File: config.mk
export PLATFORM = sky130hd
export DESIGN_NAME = lfu_cache_with_lru_tiebreak_top
export DESIGN_NICKNAME = d
export VERILOG_FILES = /design/src/sv/lfu_pkg.sv /design/src/sv/lfu_cache_with_lru_tiebreak_top.sv /design/src/sv/lfu_mem.sv
export SDC_FILE = /design/constraint.sdc
export NUM_CORES = 2
export LEC_CHECK = 0
export BUFFER_PORTS_ARGS = -buffer_cell sky130_fd_sc_hd__buf_4
export CAP_MARGIN = 30
export CELL_PAD_IN_SITES_DETAIL_PLACEMENT = 0
export CELL_PAD_IN_SITES_GLOBAL_PLACEMENT = 1
export CORE_MARGIN = 1
export CORE_UTILIZATION = 55
export CTS_BUF_LIST = sky130_fd_sc_hd__clkbuf_4
export CTS_CLUSTER_SIZE = 12
export DETAILED_ROUTE_END_ITERATION = 10
export GPL_TIMING_DRIVEN = 1
export PLACE_DENSITY = 0.88
export SYNTH_ARGS = -nofsm -noshare
export SYNTH_HDL_FRONTEND = slang
export SYNTH_SLANG_ARGS = --single-unit
File: constraint.sdc
create_clock -name clk -period 22.8 [get_ports clk]
set_input_delay 4.56 -clock clk [delete_from_list [all_inputs] [get_ports clk]]
set_output_delay 4.56 -clock clk [all_outputs]
set_load 0.1 [all_outputs]
File: src/sv/lfu_pkg.sv
`default_nettype none
package lfu_pkg;

	localparam int CAPACITY_DEF = 16;
	localparam int CAP_MAX      = 256;

	localparam logic [4:0]  ACAP_RESET = 5'd16;
	localparam logic        FUNC_GET   = 1'b0;
	localparam logic        FUNC_PUT   = 1'b1;
	localparam logic [31:0] MISS_VALUE = 32'hFFFF_FFFF;
	localparam logic [31:0] COUNT_MAX  = 32'hFFFF_FFFF;
	localparam logic [31:0] COUNT_NEW  = 32'd1;

endpackage
`default_nettype wire

File: src/sv/lfu_cache_with_lru_tiebreak_top.sv
// Key-value cache with least-frequently-used replacement and least-recently-used
// tie-break. Entries live in a single memory with one read and one write port.
// A transaction is taken in the idle state and is followed by a pass over all
// entries to find the key, the first free slot and the victim. A second
// read-modify-write pass then updates counts and recency ranks, and the done
// state loads the output register. The block returns to idle in the same
// cycle as that load, so the next transaction is accepted only after the
// previous one has finished both passes. A stalled output can add more:
// the following transaction then waits before loading its result until the
// previous one has been taken. Valid bits are flip-flops cleared by reset, so
// no clearing pass is needed.
`default_nettype none
module lfu_cache_with_lru_tiebreak_top #(
	parameter int CAPACITY = lfu_pkg::CAPACITY_DEF
) (
	input  wire logic               clk,
	input  wire logic               arst_n,
	input  wire logic               cfg_wr_en,
	input  wire logic        [4:0]  cfg_wr_data,
	input  wire logic               in_valid,
	output logic                    in_stall,
	input  wire logic               func,
	input  wire logic signed [31:0] key,
	input  wire logic signed [31:0] value,
	output logic                    out_valid,
	input  wire logic               out_stall,
	output logic                    hit,
	output logic signed      [31:0] read_value,
	output logic                    evicted,
	output logic signed      [31:0] evicted_key
);

	localparam int IW = (CAPACITY > 1) ? $clog2(CAPACITY) : 1;
	localparam int CW = $clog2(CAPACITY + 1);

	typedef struct packed {
		logic [31:0]   key;
		logic [31:0]   val;
		logic [31:0]   cnt;
		logic [IW-1:0] age;
	} entry_t;

	typedef enum logic [3:0] {
		ST_IDLE = 4'b0001,
		ST_SCAN = 4'b0010,
		ST_UPD  = 4'b0100,
		ST_DONE = 4'b1000
	} state_t;

	state_t        state_q;
	logic [4:0]    acap_q;
	logic [CW-1:0] occ_q;
	logic [CW-1:0] cnt_q;
	logic [CAPACITY-1:0] valid_q;

	logic        func_q;
	logic [31:0] key_q;
	logic [31:0] value_q;

	logic [IW-1:0] idx_s1;
	logic          vld_s1;

	logic          match_q;
	logic [IW-1:0] match_idx_q;
	logic [IW-1:0] match_age_q;
	logic [31:0]   match_val_q;
	logic          vic_found_q;
	logic [IW-1:0] vic_idx_q;
	logic [31:0]   vic_cnt_q;
	logic [IW-1:0] vic_age_q;
	logic [31:0]   vic_key_q;
	logic          free_found_q;
	logic [IW-1:0] free_idx_q;

	logic        res_hit_q;
	logic [31:0] res_rd_q;
	logic        res_ev_q;
	logic [31:0] res_evk_q;

	logic        out_valid_q;
	logic        out_hit_q;
	logic [31:0] out_rd_q;
	logic        out_ev_q;
	logic [31:0] out_evk_q;

	entry_t        rd_ent;
	entry_t        wr_ent;
	logic          mem_re;
	logic          mem_we;
	logic          accept;
	logic          pass_rd;
	logic          pass_end;
	logic [8:0]    eff_cap;
	logic          evict;
	logic          ins_ok;
	logic [IW-1:0] ins_idx;
	logic          ent_valid;

	assign accept   = in_valid && (state_q == ST_IDLE);
	assign in_stall = (state_q != ST_IDLE);
	assign pass_rd  = (cnt_q < CW'(CAPACITY));
	assign pass_end = !pass_rd;
	assign mem_re   = ((state_q == ST_SCAN) || (state_q == ST_UPD)) && pass_rd;
	assign ent_valid = valid_q[idx_s1];

	always_comb begin
		if (acap_q == 5'd0) begin
			eff_cap = 9'd1;
		end else if ({4'b0, acap_q} > 9'(CAPACITY)) begin
			eff_cap = 9'(CAPACITY);
		end else begin
			eff_cap = {4'b0, acap_q};
		end
	end

	assign evict  = (func_q == lfu_pkg::FUNC_PUT) && !match_q && vic_found_q &&
		(9'(occ_q) >= eff_cap);
	assign ins_ok = (func_q == lfu_pkg::FUNC_PUT) && !match_q && (evict || free_found_q);
	assign ins_idx = (evict && (!free_found_q || (vic_idx_q < free_idx_q))) ?
		vic_idx_q : free_idx_q;

	always_comb begin
		wr_ent = rd_ent;
		if (match_q) begin
			if (idx_s1 == match_idx_q) begin
				wr_ent.age = '0;
				wr_ent.cnt = (rd_ent.cnt == lfu_pkg::COUNT_MAX) ? rd_ent.cnt :
					rd_ent.cnt + 32'd1;
				if (func_q == lfu_pkg::FUNC_PUT) begin
					wr_ent.val = value_q;
				end
			end else if (ent_valid && (rd_ent.age < match_age_q)) begin
				wr_ent.age = rd_ent.age + IW'(1);
			end
		end else if (ins_ok && (idx_s1 == ins_idx)) begin
			wr_ent.key = key_q;
			wr_ent.val = value_q;
			wr_ent.cnt = lfu_pkg::COUNT_NEW;
			wr_ent.age = '0;
		end else if (ent_valid && !(evict && (idx_s1 == vic_idx_q))) begin
			if (!(evict && (rd_ent.age > vic_age_q))) begin
				wr_ent.age = rd_ent.age + IW'(1);
			end
		end
	end

	assign mem_we = (state_q == ST_UPD) && vld_s1 &&
		(match_q || (func_q == lfu_pkg::FUNC_PUT));

	lfu_mem #(
		.DEPTH (CAPACITY),
		.AW    (IW),
		.DW    ($bits(entry_t))
	) u_mem (
		.clk     (clk),
		.rd_en   (mem_re),
		.rd_addr (cnt_q[IW-1:0]),
		.rd_data (rd_ent),
		.wr_en   (mem_we),
		.wr_addr (idx_s1),
		.wr_data (wr_ent)
	);

	always_ff @(posedge clk or negedge arst_n) begin
		if (!arst_n) begin
			acap_q <= lfu_pkg::ACAP_RESET;
		end else if (cfg_wr_en) begin
			acap_q <= cfg_wr_data;
		end
	end

	always_ff @(posedge clk or negedge arst_n) begin
		if (!arst_n) begin
			state_q     <= ST_IDLE;
			cnt_q       <= '0;
			vld_s1      <= 1'b0;
			occ_q       <= '0;
			valid_q     <= '0;
			out_valid_q <= 1'b0;
		end else begin
			vld_s1 <= mem_re;
			if (out_valid_q && !out_stall) begin
				out_valid_q <= 1'b0;
			end
			case (state_q)
				ST_IDLE: begin
					cnt_q <= '0;
					if (accept) begin
						state_q <= ST_SCAN;
					end
				end
				ST_SCAN: begin
					if (pass_end) begin
						cnt_q   <= '0;
						state_q <= ST_UPD;
					end else begin
						cnt_q <= cnt_q + CW'(1);
					end
				end
				ST_UPD: begin
					if (pass_end) begin
						cnt_q   <= '0;
						state_q <= ST_DONE;
						if (evict) begin
							valid_q[vic_idx_q] <= 1'b0;
						end
						if (ins_ok) begin
							valid_q[ins_idx] <= 1'b1;
							if (!evict) begin
								occ_q <= occ_q + CW'(1);
							end
						end
					end else begin
						cnt_q <= cnt_q + CW'(1);
					end
				end
				ST_DONE: begin
					if (!out_valid_q || !out_stall) begin
						out_valid_q <= 1'b1;
						state_q     <= ST_IDLE;
					end
				end
				default: begin
					state_q <= ST_IDLE;
				end
			endcase
		end
	end

	always_ff @(posedge clk) begin
		if (mem_re) begin
			idx_s1 <= cnt_q[IW-1:0];
		end
		if (accept) begin
			func_q       <= func;
			key_q        <= key;
			value_q      <= value;
			match_q      <= 1'b0;
			vic_found_q  <= 1'b0;
			free_found_q <= 1'b0;
		end else if ((state_q == ST_SCAN) && vld_s1) begin
			if (ent_valid && (rd_ent.key == key_q) && !match_q) begin
				match_q     <= 1'b1;
				match_idx_q <= idx_s1;
				match_age_q <= rd_ent.age;
				match_val_q <= rd_ent.val;
			end
			if (!ent_valid && !free_found_q) begin
				free_found_q <= 1'b1;
				free_idx_q   <= idx_s1;
			end
			if (ent_valid && (!vic_found_q || (rd_ent.cnt < vic_cnt_q) ||
				((rd_ent.cnt == vic_cnt_q) && (rd_ent.age > vic_age_q)))) begin
				vic_found_q <= 1'b1;
				vic_idx_q   <= idx_s1;
				vic_cnt_q   <= rd_ent.cnt;
				vic_age_q   <= rd_ent.age;
				vic_key_q   <= rd_ent.key;
			end
		end
		if ((state_q == ST_UPD) && pass_end) begin
			res_hit_q <= match_q;
			if (func_q == lfu_pkg::FUNC_PUT) begin
				res_rd_q <= '0;
			end else if (match_q) begin
				res_rd_q <= match_val_q;
			end else begin
				res_rd_q <= lfu_pkg::MISS_VALUE;
			end
			res_ev_q  <= evict;
			res_evk_q <= evict ? vic_key_q : '0;
		end
		if ((state_q == ST_DONE) && (!out_valid_q || !out_stall)) begin
			out_hit_q <= res_hit_q;
			out_rd_q  <= res_rd_q;
			out_ev_q  <= res_ev_q;
			out_evk_q <= res_evk_q;
		end
	end

	assign out_valid   = out_valid_q;
	assign hit         = out_hit_q;
	assign read_value  = out_rd_q;
	assign evicted     = out_ev_q;
	assign evicted_key = out_evk_q;

	a_occ_matches_valid: assert property (@(posedge clk) disable iff (!arst_n)
		$countones(valid_q) == 32'(occ_q))
		else $error("occupancy disagrees with valid bits");

	a_occ_bound: assert property (@(posedge clk) disable iff (!arst_n)
		32'(occ_q) <= CAPACITY)
		else $error("occupancy above capacity");

	a_write_in_update: assert property (@(posedge clk) disable iff (!arst_n)
		mem_we |-> (state_q == ST_UPD))
		else $error("memory written outside update pass");

	a_evict_keeps_occ: assert property (@(posedge clk) disable iff (!arst_n)
		((state_q == ST_UPD) && pass_end && evict) |=> $stable(occ_q))
		else $error("eviction changed occupancy");

endmodule
`default_nettype wire

File: src/sv/lfu_mem.sv
`default_nettype none
module lfu_mem #(
	parameter int DEPTH = lfu_pkg::CAPACITY_DEF,
	parameter int AW    = 4,
	parameter int DW    = 100
) (
	input  wire logic          clk,
	input  wire logic          rd_en,
	input  wire logic [AW-1:0] rd_addr,
	output logic      [DW-1:0] rd_data,
	input  wire logic          wr_en,
	input  wire logic [AW-1:0] wr_addr,
	input  wire logic [DW-1:0] wr_data
);

	logic [DW-1:0] mem [DEPTH];

	always_ff @(posedge clk) begin
		if (wr_en) begin
			mem[wr_addr] <= wr_data;
		end
	end

	always_ff @(posedge clk) begin
		if (rd_en) begin
			rd_data <= mem[rd_addr];
		end
	end

endmodule
`default_nettype wire
* Word-level counts from Yosys, hierarchy flattened *
Memories as Yosys holds them, arrays and structs flattened. A register that Yosys moved wholly into a read port is not among the register bits.
Cells that the tools add are included.

word-level totals
  bits in writable memories = 1600
  bits in registers = 357
  memories = 1

operators by class
  add/subtract/negate cells = 4
  multiplexer cells = 37
  reduce and logical (&&, ||, !) cells = 52
  equal/unequal tests = 15
  bitwise logic cells = 6
  magnitude comparators = 12

memories
  name       depth  bits a word  read ports  clocked after memory_dff  wr ports  line           source
  u_mem.mem  16     100          1           1                         1         lfu_mem.sv:16  logic [DW-1:0] mem [DEPTH];

operators with widths
  kind                     number
  $mux W32                 4
  $mux W96                 1
  $mux W68                 1
  $eq A32 B32 Y1           2
  $mux W16                 4
  $mux W64                 1
  $mux W4                  10
  $add A32 B1 Y32 const B  1
  $eq A32 B32 Y1 const B   1
  $lt A32 B32 Y1           1
  $logic_and A1 B1 Y1      25
  $and A16 B16 Y16         1
  $not A16 Y16             1
  $or A16 B16 Y16          1
  $pmux W4 S4              1
  $lt A4 B5 Y1 const B     3
  $eq A4 B4 Y1             3
  $add A5 B1 Y5 const B    2
  $mux W5                  2
  $pmux W5 S2              1
  $ge A5 B9 Y1             1
  $mux W9                  1
  $reduce_and A3 Y1        3
  $demux W1 S4             2
  other kinds (22)         53

* Longest topological paths before layout *
  depth after elaboration = 13
  mapped depth = 15
  depth with buffers taken out = 12

* Modules after synthesis *
A second synthesis with hierarchy kept.

second synthesis, totals
  cells, all modules = 3822
  area total of the unflattened synthesis = 78785.6 µm²

modules (own cells, without submodules)
  module                           area an instance (µm²)  times used  sequential area each (µm²)  cells an instance
  lfu_mem                          62782.7                 1           51049.0                     2560
  lfu_cache_with_lru_tiebreak_top  16002.8                 1           10507.6                     1262

* Least setup slack after synthesis *
Ideal clock, no wire load.

  kind = flip-flop to flip-flop
  start point = reg state_q[1]
  end point = mem u_mem.mem[0][0] (enable)
  cell stages (with the launch flop) = 6
  setup slack = 13962 ps
  arrival = 8156 ps
  cells stage by stage = dfrtp_1 -> nor4b_1 -> o211a_1 -> nor2b_1 -> nand2b_1 -> nor3_1

on the way
  cells in the longest elaborated chain, start to end = 5

ends and longest elaborated chain
  what                               line                                    source
  start: declaration                 lfu_cache_with_lru_tiebreak_top.sv:50   state_t state_q;
  start signal: assignment           lfu_cache_with_lru_tiebreak_top.sv:174  state_q <= ST_IDLE;
  start signal: assignment           lfu_cache_with_lru_tiebreak_top.sv:189  state_q <= ST_SCAN;
  start signal: assignment           lfu_cache_with_lru_tiebreak_top.sv:195  state_q <= ST_UPD;
  $eq A4 B3 Y1                       lfu_cache_with_lru_tiebreak_top.sv:147  assign mem_we = (state_q == ST_UPD) && vld_s1 &&
  $logic_and A1 B1 Y1 (2 in series)  lfu_cache_with_lru_tiebreak_top.sv:147
  $mux W1                            lfu_mem.sv:19                           if (wr_en) begin
  $mux W1 (not written as such)      lfu_mem.sv:20                           mem[wr_addr] <= wr_data;
  end: declaration                   lfu_mem.sv:16

No other way between the ends.

* Worst setup path after layout *
  start point = reg state_q[0]
  end point = out in_stall

on the way
  cells in the longest elaborated chain, start to end = 1

ends and longest elaborated chain
  what              line                                    source
  $ne A4 B1 Y1      lfu_cache_with_lru_tiebreak_top.sv:100  assign in_stall = (state_q != ST_IDLE);
  end: declaration  lfu_cache_with_lru_tiebreak_top.sv:21   output logic in_stall,

No other way between the ends.

==> results.ini <==
[worst_setup_path]
reg2regPathDepth = 10
cp-start-kind = flop
max_stage_delay_ns = 0.66
slowest_stage = or4b_2
timing.rr.end = u_mem.mem[4][59]$_DFFE_PP_
endpoint_kind = output port
criticalPathCategory = reg2out
crit-reg2reg-launch = func_q$_DFFE_PP_
cp.required_ns = 18.24
reg2reg_slack_ns = 17.21
critical_path_arrival_ns = 2.69
critPathMaxFanout = 4
path_cells = or4b_2 -> buf_4

[synthesis]
synth_cells = 3595
ys.flop_type = edfxtp_1
synthesis.area_mm2 = 0.0787
syn_nets = 3721
synth_seq_cells = 2057
synth_top_area_share_pct = 76.9
ys.warnings.count = 0
yosysUniqueCellTypes = 60
synth.area.top_cells = edfxtp_1 77%, mux4_2 14%, dfrtp_1 1.1%
async_reset_ff_share_pct = 1.80
synth.largest_area_cell = edfxtp_1
synth_edf_count = 2017
yosysSeqAreaShare_pct = 78.2
syn_area_per_cell_um2 = 21.9

[clock_tree]
cts_tree = yes
cts_resized = 0
clkLatencyLatePin_ns = 1.36
hold_buffers = 0
post_cts_buffers = 0
clock_path_buffers = 4
cts_made_buffers = 496
h-tree-depth = 5
root_buffer = clkbuf_4
numClockSinks = 2057
clk_pin_slew_ns = 0.06

[routing]
wire_per_inst_um = 27.6
wl_mm = 178
viasPerCell = 6.16
firstDrtPassIters = 6
vias = 39610
ant_nets = 0
remaining_drc_errors = 0
drt-initial-drc-count = 5007

[worst_hold_path]
hold-path-cell-count = 0
holdCritPathClass = reg2reg
holdPathEnd = match_val_q[23]$_DFFE_PP_
hp-start = u_mem.rd_data[59]$_DFFE_PP_

[die]
io_pins = 143
row_count = 138
die-area_mm2 = 0.145
core_area_mm2 = 0.142
fp.dieW_um = 380
start_util_pct = 55.5
die_h_um = 380

[final_layout]
multi_input_area_mm2 = 0.0164
final_common_cell = edfxtp_1
syn2layout_area_growth_pct = 12.7
seq_area_mm2 = 0.0616
layout_common_cells = 2,017 x edfxtp_1, 719 x clkbuf_4, 504 x mux4_2
fill_cells = 9213
nNetsFinal = 4295
drive_gt1_share_pct = 33.9

[sta]
rsz0062_at_grt = no
tns_ns = 0
fin_crit_sh_pct = 31.8
worst_pin_slew_ns = 1.06
fin_crit_ns = 7.25
skew_ns = 0.160
finalHoldViolations = 0
relSlewSlack_pct = 28.7
setup_viol = 0
fmax_mhz = 138
maxSlewViolCount = 0

[pwr]
power.net_switching_uw = 2370
combPwrFrac_pct = 16.3
leakagePower_uw = 0.0287
ir_worst_vdd_uv = 107
power_density_mw_per_mm2 = 102
swShare_pct = 26.1
power_uw = 9070
clockPowerShare_pct = 31.9
p_int_uw = 6700
seqPwrFrac_pct = 51.8

[run_status]
status = complete, no violations

[placed_design]
finalWeightedCongestion = 0.778
port_buffers = 142
hpwl_mm = 89.5

[grt]
track_usage_pct = 24.8
grt_pass1_vias = 41085
grt_overflow = 0
grt_pass1_wl_mm = 261
antenna_found_initial = 8
grt_max_degree = 153

[flow_run]
cap_violations = 0

-- cells by family (layout without fill, tap and decap cells) --
group,Yosys count,after routing,share of synthesized area [%]
muxes,518,518,14.6
buffers and inverters,251,1192,1.23
xor gates and xnor gates,48,48,0.534
DFF,2057,2057,78.2
other,0,8,0
AOI/OAI and AO/OA,245,245,2.05
and+or+nand+nor,425,425,2.58
adders and majority gates,51,51,0.811
-- worst max-delay path by stage --
stage          slack (ns)                    from  depth (start not counted)                   endpoint
6_report            15.55  state_q[0]$_DFFE_PN1P_                          2                   in_stall
5_1_grt             15.46  state_q[0]$_DFFE_PN1P_                          2                   in_stall
4_1_cts             15.43  state_q[0]$_DFFE_PN1P_                          2                   in_stall
3_5_place_dp        16.07               out_stall                          3              hit$_DFFE_PP_
3_3_place_gp        16.13               out_stall                          3   read_value[15]$_DFFE_PP_
2_1_floorplan       13.96  state_q[1]$_DFFE_PN0P_                          5  u_mem.mem[0][0]$_DFFE_PP_
-- area by class of cell --
class | count | area share (%)
inverters | 86 | 0.375
repair buffers | 241 | 2.26
clock inverters | 146 | 0.792
well taps | 1890 | 2.66
flip-flops and latches | 2057 | 69.4
multi-input cells | 1287 | 18.4
diodes | 8 | 0.0226
clock buffers | 719 | 6.08
-- synth_stat cells, types with 12 or more instances --
master       n
xnor2_1     23
xor2_1      25
a21oi_1     47
buf_2       13
dfrtp_1     35
nand2_1    207
nand4_1     21
a21o_1      12
nand3_1     47
mux4_2     504
edfxtp_1  2017
nor3_1      15
and2_1      38
o21ai_0     84
ha_1        51
nand2b_1    13
and3_1      14
nor2_1      34
buf_1       30
clkbuf_1   120
inv_1       86
a21boi_0    32
a221o_1     32
-- flip-flops by register name, indices dropped and copies added, names as in the netlist, 5 cells and up --
| register | cells |
|---|---|
| u_mem.mem | 1600 |
| u_mem.rd_data | 100 |
| evicted_key | 32 |
| key_q | 32 |
| match_val_q | 32 |
| read_value | 32 |
| res_evk_q | 32 |
| res_rd_q | 32 |
| value_q | 32 |
| vic_cnt_q | 32 |
| vic_key_q | 32 |
| valid_q | 16 |
| acap_q | 5 |
| cnt_q | 5 |
| occ_q | 5 |
-- worst max-delay path, delay by kind of cell (launching register included) --
kind                   cells  cell delay [ns]
DFF                        1             0.54
buffers and inverters      1             0.28
and+or+nand+nor            1             0.66
-- layer usage --
metal | part of all wire, % | global-route usage (%) | vias to the layer above
met3 | 10 | 4.94 | 383
met1 | 36 | 32.8 | 20105
met5 | 0 | 0 | -
met4 | 2.9 | 9.77 | 0
met2 | 50 | 40.8 | 2697
li1 | - | - | 16425
-- power groups by stage --
| stage | combinational, uW | sequential, uW | clock, uW |
|---|---|---|---|
| global placement | 1380 | 4780 | 0 |
| CTS | 1470 | 4690 | 2950 |
| detailed placement | 1460 | 4770 | 0 |
| finish | 1470 | 4700 | 2900 |
| global route | 1570 | 4710 | 3130 |
| floorplan | 1090 | 4680 | 0 |
-- metrics by stage --
step           utilization [%]  setup slack (ns)  std cells  cell area [um2]  hold WS [ns]
3_5_place_dp              58.2             16.07       5557            82600         0.405
2_1_floorplan                -             13.96       3595            78700         0.400
5_1_grt                   62.6             15.46       6434            88800         0.419
3_3_place_gp              58.1             16.13       5548            82400         0.402
6_report                  62.6             15.55       6434            88800         0.407
4_1_cts                   62.5             15.43       6422            88700         0.389
Note: power is estimated with default switching activity, not from simulation.
